**src/rtl/core/sjlm_pkg.sv**
```systemverilog
// Shared types, constants and constant tables of the servo joint limit mapper.
// No dependencies; every other file of the block refers to this package by scoped name.
`timescale 1ns / 1ps
`default_nettype none

package sjlm_pkg;

  // operation codes
  localparam logic [2:0] OP_SET_ANGLE      = 3'd0;
  localparam logic [2:0] OP_SET_ANGLE_DIFF = 3'd1;
  localparam logic [2:0] OP_SET_MIN        = 3'd2;
  localparam logic [2:0] OP_SET_MAX        = 3'd3;
  localparam logic [2:0] OP_SET_HOME       = 3'd4;

  // configuration register indexes (byte address = 4 * index)
  localparam int          CFG_ADDR_W        = 5;
  localparam logic [2:0]  REG_ANGLE_FLOOR   = 3'd0;
  localparam logic [2:0]  REG_ANGLE_CEILING = 3'd1;
  localparam logic [2:0]  REG_PULSE_LOW     = 3'd2;
  localparam logic [2:0]  REG_PULSE_HIGH    = 3'd3;
  localparam logic [2:0]  REG_CLOCKWISE     = 3'd4;

  // reset values
  localparam logic signed [15:0] FLOOR_RST      = -16'sd800;
  localparam logic signed [15:0] CEIL_RST       = 16'sd800;
  localparam logic [11:0]        PULSE_LOW_RST  = 12'd150;
  localparam logic [11:0]        PULSE_HIGH_RST = 12'd600;
  localparam logic               CW_RST         = 1'b1;

  // joint table select
  localparam logic [1:0] TBL_MIN  = 2'd0;
  localparam logic [1:0] TBL_MAX  = 2'd1;
  localparam logic [1:0] TBL_HOME = 2'd2;

  // joints driven directly: 90 +/- angle / 10
  localparam logic [7:0]  DIRECT_J0   = 8'd0;
  localparam logic [7:0]  DIRECT_J1   = 8'd12;
  localparam logic [11:0] DIRECT_BASE = 12'd90;
  localparam logic [15:0] DIRECT_DIV  = 16'd10;
  localparam logic [11:0] PULSE_MAX   = 12'd4095;

  // serial multiply / divide widths
  localparam int MAG_W  = 16;               // multiplicand, divisor magnitude
  localparam int MPL_W  = 12;               // multiplier magnitude
  localparam int PROD_W = MAG_W + MPL_W;    // product and quotient
  localparam int DIG    = 2;                // bits retired per cycle

  typedef struct packed {
    logic [2:0]         operation;
    logic [7:0]         joint;
    logic signed [15:0] angle_value;
  } in_t;

  typedef struct packed {
    logic               accepted;
    logic [4:0]         channel;
    logic [11:0]        pulse;
    logic signed [15:0] clamped_angle;
  } out_t;

  typedef struct packed {
    logic signed [15:0] angle_floor;
    logic signed [15:0] angle_ceiling;
    logic [11:0]        pulse_low;
    logic [11:0]        pulse_high;
    logic               clockwise;
  } cfg_t;

  typedef enum logic [2:0] {
    ST_IDLE,
    ST_READ,
    ST_CHECK,
    ST_PREP,
    ST_CALC,
    ST_FINISH,
    ST_DONE
  } ctl_state_t;

  typedef enum logic [1:0] {
    MD_IDLE,
    MD_MUL,
    MD_DIV
  } md_state_t;

  // joint to output channel; joints past the map give channel 0
  function automatic logic [4:0] chan_of(input logic [7:0] j);
    logic [4:0] c;
    unique case (j)
      8'd0:    c = 5'd16;
      8'd1:    c = 5'd7;
      8'd2:    c = 5'd6;
      8'd3:    c = 5'd5;
      8'd4:    c = 5'd4;
      8'd5:    c = 5'd3;
      8'd6:    c = 5'd2;
      8'd7:    c = 5'd1;
      8'd8:    c = 5'd0;
      8'd9:    c = 5'd18;
      8'd10:   c = 5'd19;
      8'd11:   c = 5'd20;
      8'd12:   c = 5'd17;
      8'd13:   c = 5'd8;
      8'd14:   c = 5'd9;
      8'd15:   c = 5'd10;
      8'd16:   c = 5'd11;
      8'd17:   c = 5'd12;
      8'd18:   c = 5'd13;
      8'd19:   c = 5'd14;
      8'd20:   c = 5'd15;
      8'd21:   c = 5'd21;
      8'd22:   c = 5'd22;
      8'd23:   c = 5'd23;
      default: c = 5'd0;
    endcase
    return c;
  endfunction

  // home angle after reset
  function automatic logic signed [15:0] home_of(input logic [7:0] j);
    logic signed [15:0] h;
    unique case (j)
      8'd0:    h = -16'sd40;
      8'd1:    h = 16'sd245;
      8'd2:    h = 16'sd470;
      8'd3:    h = -16'sd100;
      8'd4:    h = -16'sd205;
      8'd5:    h = 16'sd50;
      8'd6:    h = 16'sd445;
      8'd7:    h = 16'sd245;
      8'd8:    h = -16'sd75;
      8'd12:   h = 16'sd15;
      8'd13:   h = -16'sd70;
      8'd14:   h = -16'sd390;
      8'd15:   h = 16'sd250;
      8'd16:   h = 16'sd195;
      8'd17:   h = -16'sd105;
      8'd18:   h = -16'sd510;
      8'd19:   h = -16'sd305;
      8'd20:   h = 16'sd60;
      default: h = 16'sd0;
    endcase
    return h;
  endfunction

endpackage

`default_nettype wire

```
**src/rtl/core/sjlm_regs.sv**
```systemverilog
// Configuration registers on an APB-style port: floor, ceiling, pulse range, direction.
// Depends on sjlm_pkg for the register indexes, reset values and cfg_t.
`timescale 1ns / 1ps
`default_nettype none

module sjlm_regs (
  input  wire logic                             clk,
  input  wire logic                             rst_n,
  input  wire logic                             psel,
  input  wire logic                             penable,
  input  wire logic                             pwrite,
  input  wire logic [sjlm_pkg::CFG_ADDR_W-1:0]  paddr,
  input  wire logic [31:0]                      pwdata,
  output logic      [31:0]                      prdata,
  output logic                                  pready,
  output sjlm_pkg::cfg_t                        cfg
);

  sjlm_pkg::cfg_t cfg_r;
  logic           wr_en;
  logic [2:0]     reg_idx;

  assign pready  = 1'b1;
  assign wr_en   = psel && penable && pwrite;
  assign reg_idx = paddr[sjlm_pkg::CFG_ADDR_W-1:2];
  assign cfg     = cfg_r;

  always_ff @(posedge clk) begin
    if (!rst_n) begin
      cfg_r.angle_floor   <= sjlm_pkg::FLOOR_RST;
      cfg_r.angle_ceiling <= sjlm_pkg::CEIL_RST;
      cfg_r.pulse_low     <= sjlm_pkg::PULSE_LOW_RST;
      cfg_r.pulse_high    <= sjlm_pkg::PULSE_HIGH_RST;
      cfg_r.clockwise     <= sjlm_pkg::CW_RST;
    end else if (wr_en) begin
      unique case (reg_idx)
        sjlm_pkg::REG_ANGLE_FLOOR:   cfg_r.angle_floor   <= pwdata[15:0];
        sjlm_pkg::REG_ANGLE_CEILING: cfg_r.angle_ceiling <= pwdata[15:0];
        sjlm_pkg::REG_PULSE_LOW:     cfg_r.pulse_low     <= pwdata[11:0];
        sjlm_pkg::REG_PULSE_HIGH:    cfg_r.pulse_high    <= pwdata[11:0];
        sjlm_pkg::REG_CLOCKWISE:     cfg_r.clockwise     <= pwdata[0];
        default: ;
      endcase
    end
  end

  always_comb begin
    unique case (reg_idx)
      sjlm_pkg::REG_ANGLE_FLOOR:   prdata = {16'd0, cfg_r.angle_floor};
      sjlm_pkg::REG_ANGLE_CEILING: prdata = {16'd0, cfg_r.angle_ceiling};
      sjlm_pkg::REG_PULSE_LOW:     prdata = {20'd0, cfg_r.pulse_low};
      sjlm_pkg::REG_PULSE_HIGH:    prdata = {20'd0, cfg_r.pulse_high};
      sjlm_pkg::REG_CLOCKWISE:     prdata = {31'd0, cfg_r.clockwise};
      default:                     prdata = 32'd0;
    endcase
  end

endmodule

`default_nettype wire

```
**src/rtl/core/sjlm_tables.sv**
```systemverilog
// Per-joint min, max and home angle memories with registered read and valid bits;
// an entry never written reads as its reset value. Depends on sjlm_pkg.
`timescale 1ns / 1ps
`default_nettype none

module sjlm_tables #(
  parameter int JOINT_COUNT = 24,
  parameter int IDX_W       = 5
) (
  input  wire logic                     clk,
  input  wire logic                     rst_n,
  input  wire logic                     rd_en,
  input  wire logic [IDX_W-1:0]         rd_idx,
  input  wire logic                     wr_en,
  input  wire logic [1:0]               wr_sel,
  input  wire logic [IDX_W-1:0]         wr_idx,
  input  wire logic signed [15:0]       wr_data,
  output logic signed [15:0]            min_q,
  output logic signed [15:0]            max_q,
  output logic signed [15:0]            home_q
);

  logic signed [15:0] min_mem  [JOINT_COUNT];
  logic signed [15:0] max_mem  [JOINT_COUNT];
  logic signed [15:0] home_mem [JOINT_COUNT];

  logic [JOINT_COUNT-1:0] min_vld_r, max_vld_r, home_vld_r;
  logic                   min_hit_r, max_hit_r, home_hit_r;
  logic signed [15:0]     min_rd_r, max_rd_r, home_rd_r;
  logic [IDX_W-1:0]       rd_idx_r;

  always_ff @(posedge clk) begin
    if (wr_en && wr_sel == sjlm_pkg::TBL_MIN)  min_mem[wr_idx]  <= wr_data;
    if (wr_en && wr_sel == sjlm_pkg::TBL_MAX)  max_mem[wr_idx]  <= wr_data;
    if (wr_en && wr_sel == sjlm_pkg::TBL_HOME) home_mem[wr_idx] <= wr_data;
    if (rd_en) begin
      min_rd_r  <= min_mem[rd_idx];
      max_rd_r  <= max_mem[rd_idx];
      home_rd_r <= home_mem[rd_idx];
      rd_idx_r  <= rd_idx;
    end
  end

  always_ff @(posedge clk) begin
    if (!rst_n) begin
      min_vld_r  <= '0;
      max_vld_r  <= '0;
      home_vld_r <= '0;
      min_hit_r  <= 1'b0;
      max_hit_r  <= 1'b0;
      home_hit_r <= 1'b0;
    end else begin
      if (wr_en && wr_sel == sjlm_pkg::TBL_MIN)  min_vld_r[wr_idx]  <= 1'b1;
      if (wr_en && wr_sel == sjlm_pkg::TBL_MAX)  max_vld_r[wr_idx]  <= 1'b1;
      if (wr_en && wr_sel == sjlm_pkg::TBL_HOME) home_vld_r[wr_idx] <= 1'b1;
      if (rd_en) begin
        min_hit_r  <= min_vld_r[rd_idx];
        max_hit_r  <= max_vld_r[rd_idx];
        home_hit_r <= home_vld_r[rd_idx];
      end
    end
  end

  assign min_q  = min_hit_r  ? min_rd_r  : sjlm_pkg::FLOOR_RST;
  assign max_q  = max_hit_r  ? max_rd_r  : sjlm_pkg::CEIL_RST;
  assign home_q = home_hit_r ? home_rd_r : sjlm_pkg::home_of(8'(rd_idx_r));

endmodule

`default_nettype wire

```
**src/rtl/core/sjlm_muldiv.sv**
```systemverilog
// Digit-serial unsigned multiply then divide: (mcand * mplier) / divisor,
// DIG bits per cycle through one shift register. Depends on sjlm_pkg.
`timescale 1ns / 1ps
`default_nettype none

module sjlm_muldiv (
  input  wire logic                          clk,
  input  wire logic                          rst_n,
  input  wire logic                          start,
  input  wire logic [sjlm_pkg::MAG_W-1:0]    mcand,
  input  wire logic [sjlm_pkg::MPL_W-1:0]    mplier,
  input  wire logic [sjlm_pkg::MAG_W-1:0]    divisor,
  output logic                               done,
  output logic [sjlm_pkg::PROD_W-1:0]        quot
);

  localparam int MW      = sjlm_pkg::MAG_W;
  localparam int LW      = sjlm_pkg::MPL_W;
  localparam int PW      = sjlm_pkg::PROD_W;
  localparam int MUL_CYC = LW / sjlm_pkg::DIG;
  localparam int DIV_CYC = PW / sjlm_pkg::DIG;
  localparam int CNT_W   = $clog2(DIV_CYC);

  sjlm_pkg::md_state_t st_r, st_nxt;
  logic [CNT_W-1:0]    cnt_r;
  logic [PW-1:0]       sr_r;       // multiplier/product, then dividend/quotient
  logic [MW-1:0]       rem_r;
  logic [MW-1:0]       mc_r;
  logic [MW-1:0]       dv_r;
  logic [PW-1:0]       mul_nxt;
  logic [PW-1:0]       div_sr_nxt;
  logic [MW-1:0]       div_rem_nxt;
  logic                last;

  assign last = (cnt_r == '0);

  // shift-add: product high part accumulates, multiplier bits leave at the bottom
  always_comb begin : mul_step
    logic [MW:0]   sum;
    logic [PW-1:0] p;
    p = sr_r;
    for (int k = 0; k < sjlm_pkg::DIG; k++) begin
      sum = {1'b0, p[PW-1:LW]} + (p[0] ? {1'b0, mc_r} : '0);
      p   = {sum, p[LW-1:1]};
    end
    mul_nxt = p;
  end

  // restoring division, quotient bits enter at the bottom
  always_comb begin : div_step
    logic [MW:0]   r2;
    logic [MW:0]   diff;
    logic [MW-1:0] r;
    logic [PW-1:0] q;
    r = rem_r;
    q = sr_r;
    for (int k = 0; k < sjlm_pkg::DIG; k++) begin
      r2   = {r, q[PW-1]};
      diff = r2 - {1'b0, dv_r};
      if (r2 >= {1'b0, dv_r}) begin
        r = diff[MW-1:0];
        q = {q[PW-2:0], 1'b1};
      end else begin
        r = r2[MW-1:0];
        q = {q[PW-2:0], 1'b0};
      end
    end
    div_sr_nxt  = q;
    div_rem_nxt = r;
  end

  always_comb begin
    st_nxt = st_r;
    unique case (st_r)
      sjlm_pkg::MD_IDLE: if (start) st_nxt = sjlm_pkg::MD_MUL;
      sjlm_pkg::MD_MUL:  if (last)  st_nxt = sjlm_pkg::MD_DIV;
      sjlm_pkg::MD_DIV:  if (last)  st_nxt = sjlm_pkg::MD_IDLE;
      default:                      st_nxt = sjlm_pkg::MD_IDLE;
    endcase
  end

  always_comb begin
    done = (st_r == sjlm_pkg::MD_DIV) && last;
    quot = sr_r;
  end

  always_ff @(posedge clk) begin
    if (!rst_n) begin
      st_r  <= sjlm_pkg::MD_IDLE;
      cnt_r <= '0;
    end else begin
      st_r <= st_nxt;
      unique case (st_r)
        sjlm_pkg::MD_IDLE: if (start) cnt_r <= CNT_W'(MUL_CYC - 1);
        sjlm_pkg::MD_MUL:  cnt_r <= last ? CNT_W'(DIV_CYC - 1) : cnt_r - 1'b1;
        sjlm_pkg::MD_DIV:  if (!last) cnt_r <= cnt_r - 1'b1;
        default:           cnt_r <= '0;
      endcase
    end
  end

  always_ff @(posedge clk) begin
    unique case (st_r)
      sjlm_pkg::MD_IDLE: begin
        if (start) begin
          mc_r  <= mcand;
          dv_r  <= divisor;
          sr_r  <= {{MW{1'b0}}, mplier};
          rem_r <= '0;
        end
      end
      sjlm_pkg::MD_MUL: begin
        sr_r <= mul_nxt;
      end
      sjlm_pkg::MD_DIV: begin
        sr_r  <= div_sr_nxt;
        rem_r <= div_rem_nxt;
      end
      default: ;
    endcase
  end

endmodule

`default_nettype wire

```
**src/rtl/core/servo_joint_limit_mapper.sv**
```systemverilog
// Servo joint limit mapper, top level: command sequencer, result register, assertions.
// Depends on sjlm_pkg, sjlm_regs, sjlm_tables and sjlm_muldiv.
//
// Usage:
//   Input channel in_valid/in_stall/in_data (sjlm_pkg::in_t) carries one command item:
//   operation, joint, angle_value. Each item gives exactly one result item on
//   out_valid/out_stall/out_data (sjlm_pkg::out_t).
//   One item is worked on at a time; in_stall is high from acceptance until the
//   result moves into the output register.
//   Limit commands and refusals pass through the READ, CHECK and DONE states after
//   acceptance; angle commands pass through READ, CHECK, PREP, CALC, FINISH and DONE,
//   with CALC waiting on the serial multiply and then divide, two bits per cycle.
//   A result waiting under out_stall does not block the next item; that item
//   finishes its work and then waits until the output register is taken.
//   Configuration registers sit on the APB-style port at byte address 4 * index;
//   write them only while no item is in flight.
//   Reset (rst_n low, synchronous) restores register defaults and marks every
//   table entry as holding its reset limit or home angle; no clearing pass runs.
`timescale 1ns / 1ps
`default_nettype none

module servo_joint_limit_mapper #(
  parameter int JOINT_COUNT = 24
) (
  input  wire logic                             clk,
  input  wire logic                             rst_n,
  input  wire logic                             in_valid,
  output logic                                  in_stall,
  input  wire sjlm_pkg::in_t                    in_data,
  output logic                                  out_valid,
  input  wire logic                             out_stall,
  output sjlm_pkg::out_t                        out_data,
  input  wire logic                             psel,
  input  wire logic                             penable,
  input  wire logic                             pwrite,
  input  wire logic [sjlm_pkg::CFG_ADDR_W-1:0]  paddr,
  input  wire logic [31:0]                      pwdata,
  output logic      [31:0]                      prdata,
  output logic                                  pready
);

  localparam int IDX_W = (JOINT_COUNT > 1) ? $clog2(JOINT_COUNT) : 1;
  localparam int MW    = sjlm_pkg::MAG_W;
  localparam int PW    = sjlm_pkg::PROD_W;

  sjlm_pkg::cfg_t       cfg;
  sjlm_pkg::ctl_state_t state_r, state_nxt;
  sjlm_pkg::in_t        cmd_r;
  sjlm_pkg::out_t       res_r, out_r, check_res;
  logic                 out_valid_r;

  logic signed [15:0]   a_r;
  logic                 neg_r, zero_r;
  logic [11:0]          base_r;

  // table port
  logic                 rd_en, tbl_wr_en;
  logic [1:0]           tbl_wr_sel;
  logic signed [15:0]   min_q, max_q, home_q;

  // serial unit
  logic                 md_start, md_done;
  logic [MW-1:0]        md_mcand, md_divisor;
  logic [11:0]          md_mplier;
  logic [PW-1:0]        md_quot;

  logic                 accept, out_load;
  logic                 joint_ok, op_ok, is_angle, is_direct, limit_ok;
  logic [IDX_W-1:0]     jidx;
  logic signed [15:0]   v;

  sjlm_regs u_regs (
    .clk     (clk),
    .rst_n   (rst_n),
    .psel    (psel),
    .penable (penable),
    .pwrite  (pwrite),
    .paddr   (paddr),
    .pwdata  (pwdata),
    .prdata  (prdata),
    .pready  (pready),
    .cfg     (cfg)
  );

  sjlm_tables #(
    .JOINT_COUNT (JOINT_COUNT),
    .IDX_W       (IDX_W)
  ) u_tables (
    .clk     (clk),
    .rst_n   (rst_n),
    .rd_en   (rd_en),
    .rd_idx  (jidx),
    .wr_en   (tbl_wr_en),
    .wr_sel  (tbl_wr_sel),
    .wr_idx  (jidx),
    .wr_data (v),
    .min_q   (min_q),
    .max_q   (max_q),
    .home_q  (home_q)
  );

  sjlm_muldiv u_muldiv (
    .clk     (clk),
    .rst_n   (rst_n),
    .start   (md_start),
    .mcand   (md_mcand),
    .mplier  (md_mplier),
    .divisor (md_divisor),
    .done    (md_done),
    .quot    (md_quot)
  );

  // ---------------- command decode ----------------
  assign v         = cmd_r.angle_value;
  assign jidx      = cmd_r.joint[IDX_W-1:0];
  assign joint_ok  = cmd_r.joint < 8'(JOINT_COUNT);
  assign op_ok     = cmd_r.operation <= sjlm_pkg::OP_SET_HOME;
  assign is_angle  = (cmd_r.operation == sjlm_pkg::OP_SET_ANGLE) ||
                     (cmd_r.operation == sjlm_pkg::OP_SET_ANGLE_DIFF);
  assign is_direct = (cmd_r.joint == sjlm_pkg::DIRECT_J0) ||
                     (cmd_r.joint == sjlm_pkg::DIRECT_J1);

  // ---------------- check stage: clamp and limit checks ----------------
  logic signed [16:0] a_sum, min17, max17;
  logic signed [15:0] a_clamp;

  always_comb begin
    min17 = {min_q[15], min_q};
    max17 = {max_q[15], max_q};
    a_sum = {v[15], v};
    if (cmd_r.operation == sjlm_pkg::OP_SET_ANGLE_DIFF) begin
      a_sum = {v[15], v} + {home_q[15], home_q};
    end
    priority if (a_sum < min17) a_clamp = min_q;
    else if (a_sum > max17)     a_clamp = max_q;
    else                        a_clamp = a_sum[15:0];
  end

  always_comb begin
    limit_ok   = 1'b0;
    tbl_wr_sel = sjlm_pkg::TBL_MIN;
    unique case (cmd_r.operation)
      sjlm_pkg::OP_SET_MIN: begin
        limit_ok   = (v < max_q) && (v >= cfg.angle_floor);
        tbl_wr_sel = sjlm_pkg::TBL_MIN;
      end
      sjlm_pkg::OP_SET_MAX: begin
        limit_ok   = (v > min_q) && (v <= cfg.angle_ceiling);
        tbl_wr_sel = sjlm_pkg::TBL_MAX;
      end
      sjlm_pkg::OP_SET_HOME: begin
        limit_ok   = (v >= min_q) && (v <= max_q);
        tbl_wr_sel = sjlm_pkg::TBL_HOME;
      end
      default: ;
    endcase
  end

  always_comb begin
    check_res = '0;
    if (joint_ok && op_ok) begin
      check_res.accepted      = is_angle ? 1'b1 : limit_ok;
      check_res.channel       = sjlm_pkg::chan_of(cmd_r.joint);
      check_res.clamped_angle = is_angle ? a_clamp : v;
    end
  end

  // ---------------- prep stage: operands for the serial unit ----------------
  logic [11:0]        lo, hi;
  logic signed [12:0] dpulse, dpulse_n;
  logic signed [16:0] span, span_n, da, da_n;
  logic signed [15:0] a_n;
  logic [11:0]        dp_mag;
  logic [MW-1:0]      span_mag, da_mag, a_mag;
  logic               prep_neg, prep_zero;
  logic [11:0]        prep_base;

  always_comb begin
    lo       = cfg.clockwise ? cfg.pulse_low  : cfg.pulse_high;
    hi       = cfg.clockwise ? cfg.pulse_high : cfg.pulse_low;
    dpulse   = {1'b0, hi} - {1'b0, lo};
    dpulse_n = -dpulse;
    dp_mag   = dpulse[12] ? dpulse_n[11:0] : dpulse[11:0];
    span     = {cfg.angle_ceiling[15], cfg.angle_ceiling} -
               {cfg.angle_floor[15], cfg.angle_floor};
    span_n   = -span;
    span_mag = span[16] ? span_n[MW-1:0] : span[MW-1:0];
    da       = {a_r[15], a_r} - {cfg.angle_floor[15], cfg.angle_floor};
    da_n     = -da;
    da_mag   = da[16] ? da_n[MW-1:0] : da[MW-1:0];
    a_n      = -a_r;
    a_mag    = a_r[15] ? a_n : a_r;
    if (is_direct) begin
      md_mcand   = a_mag;
      md_mplier  = 12'd1;
      md_divisor = sjlm_pkg::DIRECT_DIV;
      prep_neg   = a_r[15] ^ ~cfg.clockwise;
      prep_base  = sjlm_pkg::DIRECT_BASE;
      prep_zero  = 1'b0;
    end else begin
      md_mcand   = da_mag;
      md_mplier  = dp_mag;
      md_divisor = span_mag;
      prep_neg   = da[16] ^ dpulse[12] ^ span[16];
      prep_base  = lo;
      prep_zero  = (span == '0);
    end
  end

  // ---------------- finish stage: offset and saturate ----------------
  logic [PW-1:0] q_eff;
  logic [PW:0]   psum;
  logic [11:0]   fin_pulse;

  always_comb begin
    q_eff = zero_r ? '0 : md_quot;
    psum  = {1'b0, q_eff} + (PW+1)'(base_r);
    if (neg_r) begin
      if (q_eff > PW'(base_r)) fin_pulse = 12'd0;
      else                     fin_pulse = base_r - q_eff[11:0];
    end else begin
      if (psum > (PW+1)'(sjlm_pkg::PULSE_MAX)) fin_pulse = sjlm_pkg::PULSE_MAX;
      else                                    fin_pulse = psum[11:0];
    end
  end

  // ---------------- sequencer ----------------
  always_comb begin
    state_nxt = state_r;
    unique case (state_r)
      sjlm_pkg::ST_IDLE:   if (in_valid) state_nxt = sjlm_pkg::ST_READ;
      sjlm_pkg::ST_READ:   state_nxt = sjlm_pkg::ST_CHECK;
      sjlm_pkg::ST_CHECK: begin
        if (joint_ok && op_ok && is_angle) state_nxt = sjlm_pkg::ST_PREP;
        else                               state_nxt = sjlm_pkg::ST_DONE;
      end
      sjlm_pkg::ST_PREP:   state_nxt = sjlm_pkg::ST_CALC;
      sjlm_pkg::ST_CALC:   if (md_done) state_nxt = sjlm_pkg::ST_FINISH;
      sjlm_pkg::ST_FINISH: state_nxt = sjlm_pkg::ST_DONE;
      sjlm_pkg::ST_DONE:   if (!out_valid_r || !out_stall) state_nxt = sjlm_pkg::ST_IDLE;
      default:             state_nxt = sjlm_pkg::ST_IDLE;
    endcase
  end

  always_comb begin
    in_stall  = (state_r != sjlm_pkg::ST_IDLE);
    accept    = in_valid && !in_stall;
    rd_en     = (state_r == sjlm_pkg::ST_READ) && joint_ok;
    tbl_wr_en = (state_r == sjlm_pkg::ST_CHECK) && joint_ok && !is_angle && limit_ok;
    md_start  = (state_r == sjlm_pkg::ST_PREP);
    out_load  = (state_r == sjlm_pkg::ST_DONE) && (!out_valid_r || !out_stall);
  end

  always_ff @(posedge clk) begin
    if (!rst_n) begin
      state_r     <= sjlm_pkg::ST_IDLE;
      out_valid_r <= 1'b0;
    end else begin
      state_r <= state_nxt;
      if (out_load)       out_valid_r <= 1'b1;
      else if (!out_stall) out_valid_r <= 1'b0;
    end
  end

  always_ff @(posedge clk) begin
    if (accept) cmd_r <= in_data;
    if (state_r == sjlm_pkg::ST_CHECK) begin
      res_r <= check_res;
      a_r   <= a_clamp;
    end
    if (state_r == sjlm_pkg::ST_PREP) begin
      neg_r  <= prep_neg;
      zero_r <= prep_zero;
      base_r <= prep_base;
    end
    if (state_r == sjlm_pkg::ST_FINISH) res_r.pulse <= fin_pulse;
    if (out_load) out_r <= res_r;
  end

  assign out_valid = out_valid_r;
  assign out_data  = out_r;

  // ---------------- assertions ----------------
  a_refused_no_pulse: assert property (@(posedge clk) disable iff (!rst_n)
    out_valid |-> (out_data.accepted || out_data.pulse == 12'd0))
    else $error("refused item carries a pulse value");

  a_write_in_check: assert property (@(posedge clk) disable iff (!rst_n)
    tbl_wr_en |-> (state_r == sjlm_pkg::ST_CHECK) && !is_angle)
    else $error("table written outside the check step");

  a_done_in_calc: assert property (@(posedge clk) disable iff (!rst_n)
    md_done |-> (state_r == sjlm_pkg::ST_CALC))
    else $error("serial unit finished while sequencer not waiting");

  a_busy_after_accept: assert property (@(posedge clk) disable iff (!rst_n)
    accept |=> in_stall && (state_r == sjlm_pkg::ST_READ))
    else $error("sequencer not busy after taking an item");

endmodule

`default_nettype wire
```
**config.mk**
```make
export PLATFORM = sky130hd
export DESIGN_NAME = servo_joint_limit_mapper
export DESIGN_NICKNAME = d
export VERILOG_FILES = /design/src/rtl/core/sjlm_pkg.sv /design/src/rtl/core/sjlm_regs.sv /design/src/rtl/core/sjlm_tables.sv /design/src/rtl/core/sjlm_muldiv.sv /design/src/rtl/core/servo_joint_limit_mapper.sv
export SDC_FILE = /design/constraint.sdc
export NUM_CORES = 2
export LEC_CHECK = 0
export BUFFER_PORTS_ARGS = -buffer_cell sky130_fd_sc_hd__buf_2
export CORE_ASPECT_RATIO = 1.2
export CORE_MARGIN = 2
export CORE_UTILIZATION = 48
export CTS_CLUSTER_DIAMETER = 40
export DETAILED_ROUTE_END_ITERATION = 16
export SLEW_MARGIN = 30
export SYNTH_ARGS = -nofsm -noshare
export SYNTH_HDL_FRONTEND = slang
export SYNTH_SLANG_ARGS = --single-unit
```
**constraint.sdc**
```tcl
create_clock -name clk -period 10.8 [get_ports clk]
set_input_delay 2.7 -clock clk [delete_from_list [all_inputs] [get_ports clk]]
set_output_delay 2.7 -clock clk [all_outputs]
set_load 0.05 [all_outputs]
```
# ---- Word-level counts from Yosys, hierarchy flattened
# Memories as Yosys holds them, arrays and structs flattened. A register that Yosys moved wholly into a read port is not among the register bits.
# Index checks and enable logic that the tools add are counted.
dict set report totals {
  inputBits 71
  mem_count 5
  romBits 672
  ram_bits 1152
  regBits 343
  elab_cells 222
}
# memory depth width rd rd_ports_with_merged_regs wr line
set mem_list {}
lappend mem_list {{(name not given)} 32 16 1 1 0 sjlm_pkg.sv:121} ;# unique case (j)
lappend mem_list {u_tables.home_mem 24 16 1 1 1 sjlm_tables.sv:25} ;# logic signed [15:0] home_mem [JOINT_COUNT];
lappend mem_list {u_tables.max_mem 24 16 1 1 1 sjlm_tables.sv:24} ;# logic signed [15:0] max_mem [JOINT_COUNT];
lappend mem_list {u_tables.min_mem 24 16 1 1 1 sjlm_tables.sv:23} ;# logic signed [15:0] min_mem [JOINT_COUNT];
lappend mem_list {{(name not given)} 32 5 1 1 0 sjlm_pkg.sv:88} ;# unique case (j)
dict set report classes {
  n_reduce_logical 51
  eq_ne 27
  order_cmp 16
  add_sub_neg 15
  muxes 67
  n_bitwise 7
}
# cell count
set op_table {}
lappend op_table {{2-to-1 mux 16 bit} 16}
lappend op_table {{2-to-1 mux 12 bit} 8}
lappend op_table {{2-to-1 mux 28 bit} 3}
lappend op_table {{case mux 28 bit (3 select lines)} 1}
lappend op_table {{case mux 16 bit (5 select lines)} 1}
lappend op_table {{OR 24 bit} 3}
lappend op_table {{negation 16 bit} 3}
lappend op_table {{adder 16 x 16 -> 17 bit} 2}
lappend op_table {{greater-or-equal comparator 17 x 16 -> 1 bit} 2}
lappend op_table {{subtractor 16 x 16 -> 17 bit} 2}
lappend op_table {{greater-or-equal comparator 16 bit} 2}
lappend op_table {{<= comparator 16 bit} 2}
lappend op_table {{case mux 16 bit (2 select lines)} 1}
lappend op_table {{subtractor 16 bit} 2}
lappend op_table {{adder 28 x 12 -> 29 bit} 1}
lappend op_table {{greater-than comparator 29 x 12 -> 1 bit (second input constant)} 1}
lappend op_table {{greater-than comparator 28 x 12 -> 1 bit} 1}
lappend op_table {{case mux 3 bit (7 select lines)} 1}
lappend op_table {{AND reduction 2 bit} 10}
lappend op_table {{== test 3 x 2 -> 1 bit (second input constant)} 6}
lappend op_table {{logical AND 1 bit} 18}
lappend op_table {{adder 16 x 17 -> 17 bit} 1}
lappend op_table {{greater-than comparator 17 x 16 -> 1 bit} 1}
lappend op_table {{zero test 17 bit} 1}
lappend op_table {{other kinds (41)} 94}

# ---- Longest topological paths before layout
dict set report depth {
  ltp_word 10
  depth_mapped 24
  depth_no_buf 22
}

# ---- Modules after synthesis
# From an unflattened synthesis, not the netlist that was laid out.
dict set report hier_totals {
  hier_cells 5216
  hier_area_um2 74173.6
}
# mod area_per_inst_um2 instances cells_each
set modules_own_cells {}
lappend modules_own_cells {sjlm_tables 50269.5 1 2552}
lappend modules_own_cells {servo_joint_limit_mapper 14157.3 1 1635}
lappend modules_own_cells {sjlm_muldiv 6876.6 1 733}
lappend modules_own_cells {sjlm_regs 2870.3 1 296}

# ---- Worst setup path after synthesis
# OpenSTA, ideal clock, no wires.
dict set report synth_path {
  path_kind {input to output}
  from {input port paddr[2] in the netlist's numbering}
  to {output port prdata[12]}
  cell_stages 4
  path_slack_ns 3.281
  required_time_ns 8.100
  t_arrival_ns 4.819
  n_path_buf 2
  cell_sequence {buf_1 > clkbuf_1 > mux2i_1 > nor3_1}
}
dict set report synth_via {
  elab_chain_cells 2
  elab_cells_between_ends 6
  cone_classes {eq/ne (4); mux (1); reduce/logical (1)}
}
# item line
set synth_lines {}
lappend synth_lines {{start, declared} servo_joint_limit_mapper.sv:36} ;# input wire logic [sjlm_pkg::CFG_ADDR_W-1:0] paddr,
lappend synth_lines {{== test 3 bit (tied with other cells)} sjlm_regs.sv:48} ;# unique case (reg_idx)
lappend synth_lines {{case mux 16 bit (5 select lines) *} sjlm_regs.sv:48}
lappend synth_lines {{end, declared} servo_joint_limit_mapper.sv:38} ;# output logic [31:0] prdata,
# Every way passes the cells marked *; elsewhere a longest branch is shown, timed or not.

# ---- Worst setup path after layout
dict set report layout_path {
  from {input port paddr[2] in the netlist's numbering}
  to {output port prdata[9]}
}
# Same word-level chain as after synthesis.

==> impl_metrics.toml <==
[grt]
grt_pass1_wl_mm = 283.1
track_usage = 0.2505
grt_overflow_total = 0
grt_max_degree = 108
antenna_found_initial = 7
grt_pass1_vias = 43360

[setup_path]
worstSetupEndpointType = "output port"
worstPathArrival_ps = 4310
cp.required_ps = 8100
worstPathMaxFanout = 21
crit_type = "in2out"
worst_setup_path_start_kind = "input port"

[floorplanning]
rows = 156
start_util = 0.4819
core_mm2 = 0.1503
ios = 140
die_height_um = 429.5
die_w_um = 358.6
dieArea_mm2 = 0.1540

[sta]
finalCritPeriodShare = 0.6487
max_freq_mhz = 142.7
tns_ps = 0
max_slew_margin = 0.2954
min_period_ps = 7006
rsz0062_at_grt = "false"
slew_violations = 0
skew_ps = 56.51
hold_viol = 0
tightest_slew_ps = 1052
setup_violations = 0

[routing]
drt-pass1-iter-count = 6
vias = 43480
drt-initial-drc-count = 3827
drc = 0
ant_nets = 0
drt-total-wl_mm = 192.5
routedWlPerCell_um = 26.43
vias_per_cell = 5.969

[outcome]
status = "completed"

[logic_synthesis]
yosysSeqAreaShare = 0.6250
yosys_warnings = 0
synthArstFlopShare = 0
synth_area_leaders = "edfxtp_1 (58%), mux4_2 (9.9%), ha_1 (4.8%), dfxtp_1 (4.2%), nand2_1 (1.7%)"
synth_seq_cells = 1558
synth_edf_count = 1406
synth_top_area_frac = 0.5830
synthTopCellsByCount = "edfxtp_1 (1406), nand2_1 (331), mux4_2 (317)"
synth_area_mm2 = 0.07242
synthFlopType = "edfxtp_1"
syn_avg_cell_area_um2 = 14.66
synth_top_cell_by_area = "edfxtp_1"
synthCells = 4941
synth_cell_types = 100
yosysMostFrequentCell = "edfxtp_1"

[placement]
dp_cells = 6933
port_buffers = 104
post-dp-hpwl_mm = 127.4
routabilityCongestion = 0.9304

[clocking]
cts_buffers = 186
h-tree-depth = 4
clockBufferDepth = 3
clkSinkCount = 1558
cts_tree = "yes"
postCtsResizedCells = 0
postCtsSetupBuffers = 0
clk_latency_ps = 850
cts_root_buf = "clkbuf_16"
clkTransAtPathRegs_ps = 60
ctsHoldBuffers = 0

[finish]
nNetsFinal = 5504
layout-drive-gt1-share = 0.1864
area_growth_pct = 13.42
utilization = 0.5465
final_cells = 7284

[power_and_ir_drop]
power.density_mw_per_mm2 = 185.1
total_power_mw = 15.21
ir_drop_mv = 0.1834
power.leakage_nw = 28.19

[flow_run]
drv_cap = 0

[hold_path]
hold_class = "reg2reg"
through the flow:
step / setup WS (ps) / hold slack, ps / cell area [um^2]
4_1_cts: 3776 / 400.2 / 82110
6_report: 3794 / 404.7 / 82140
2_1_floorplan: 3281 / 400.3 / 72480
5_1_grt: 3717 / 418.8 / 82140
3_5_place_dp: 3782 / 405.7 / 75790
3_3_place_gp: 3767 / 404.0 / 75700
cell usage in the layout, fill, tap and decap left out, drive strengths merged, types with 18 or more instances in the layout:
master | Yosys | final
o21a | 101 | 101
mux2i | 91 | 91
nand2b | 49 | 49
buf | 74 | 245
a22oi | 123 | 123
inv | 177 | 214
a21o | 62 | 62
nor2 | 302 | 302
nand2 | 332 | 332
a22o | 23 | 23
nand3 | 71 | 71
o21ai | 148 | 148
mux2 | 29 | 29
a21oi | 168 | 168
dfxtp | 152 | 152
nand4 | 30 | 30
o211ai | 80 | 80
or2 | 18 | 18
a211oi | 30 | 30
ha | 276 | 276
clkinv | 1 | 57
nor4 | 18 | 18
mux4 | 317 | 317
a21boi | 52 | 52
xnor2 | 116 | 116
nor2b | 73 | 73
xor2 | 33 | 33
o31ai | 44 | 44
or3 | 28 | 28
a31oi | 22 | 22
and2 | 54 | 54
clkbuf | 168 | 234
edfxtp | 1406 | 1406
nor3 | 77 | 77
report_power, final:
group	leakage, nW	internal (mW)	total [mW]	switching [mW]
logic	11.2	0.736	2.04	1.31
registers	13.9	6.79	6.85	0.0690
clock network	3.08	3.72	6.31	2.59
flip-flops by register name, indices dropped and copies added (netlist names), 24 cells and up, named ones only:
| name | count |
|---|---|
| res_r | 34 |
| u_tables.home_mem | 384 |
| u_tables.home_vld_r | 24 |
| u_muldiv.quot | 28 |
| out_data | 34 |
| u_tables.min_vld_r | 24 |
| u_regs.cfg | 57 |
| u_tables.max_vld_r | 24 |
| u_tables.min_mem | 384 |
| u_tables.max_mem | 384 |
cells by family after synthesis:
family | after synthesis | share of synthesized area
AO/OA/AOI/OAI | 981 | 0.09426
XOR/XNOR | 149 | 0.01802
adder cells (fa/ha/maj) | 287 | 0.05060
buffers and inverters | 420 | 0.02346
flip-flops | 1558 | 0.6250
multiplexers | 437 | 0.1159
other | 2 | 0.0001037
AND/OR/NAND/NOR | 1107 | 0.07263
layer usage:
metal | share of wire | wire (um) | vias up | GRT usage
li1 | - | - | 19700 | -
met1 | 0.41 | 78020 | 22120 | 0.3216
met2 | 0.50 | 96390 | 1298 | 0.4254
met3 | 0.050 | 9673 | 360 | 0.03656
met4 | 0.044 | 8441 | 0 | 0.1030
met5 | 0 | 0 | - | 0
critical path, cell delays in order:
cell and delay [ps]:
buf_2 520, mux4_2 340, nor2b_1 380, buf_2 350
cell type report:
class                           count  area [um^2]
Inverter                          178        669.4
Tap cell                         1975         2471
Fill cell                       12170        68160
Sequential cell                  1558        45260
Timing Repair Buffer              245         1622
Clock inverter                    114         1220
Antenna cell                        2        5.005
Multi-Input combinational cell   2978        25780
Clock buffer                      234         5104
worst paths after layout:
path         depth (start not counted)  slack [ps]                        start                          to
max                                  4        3790                     paddr[2]                   prdata[9]
min                                  0         400          res_r[26]$_DFFE_PP_      out_data[26]$_DFFE_PP_
max reg2reg                         23        4540  u_muldiv.quot[27]$_DFFE_PP_  u_muldiv.quot[0]$_DFFE_PP_
min reg2reg                          0         400          res_r[26]$_DFFE_PP_      out_data[26]$_DFFE_PP_
Note: power is estimated with default switching activity, not from simulation.
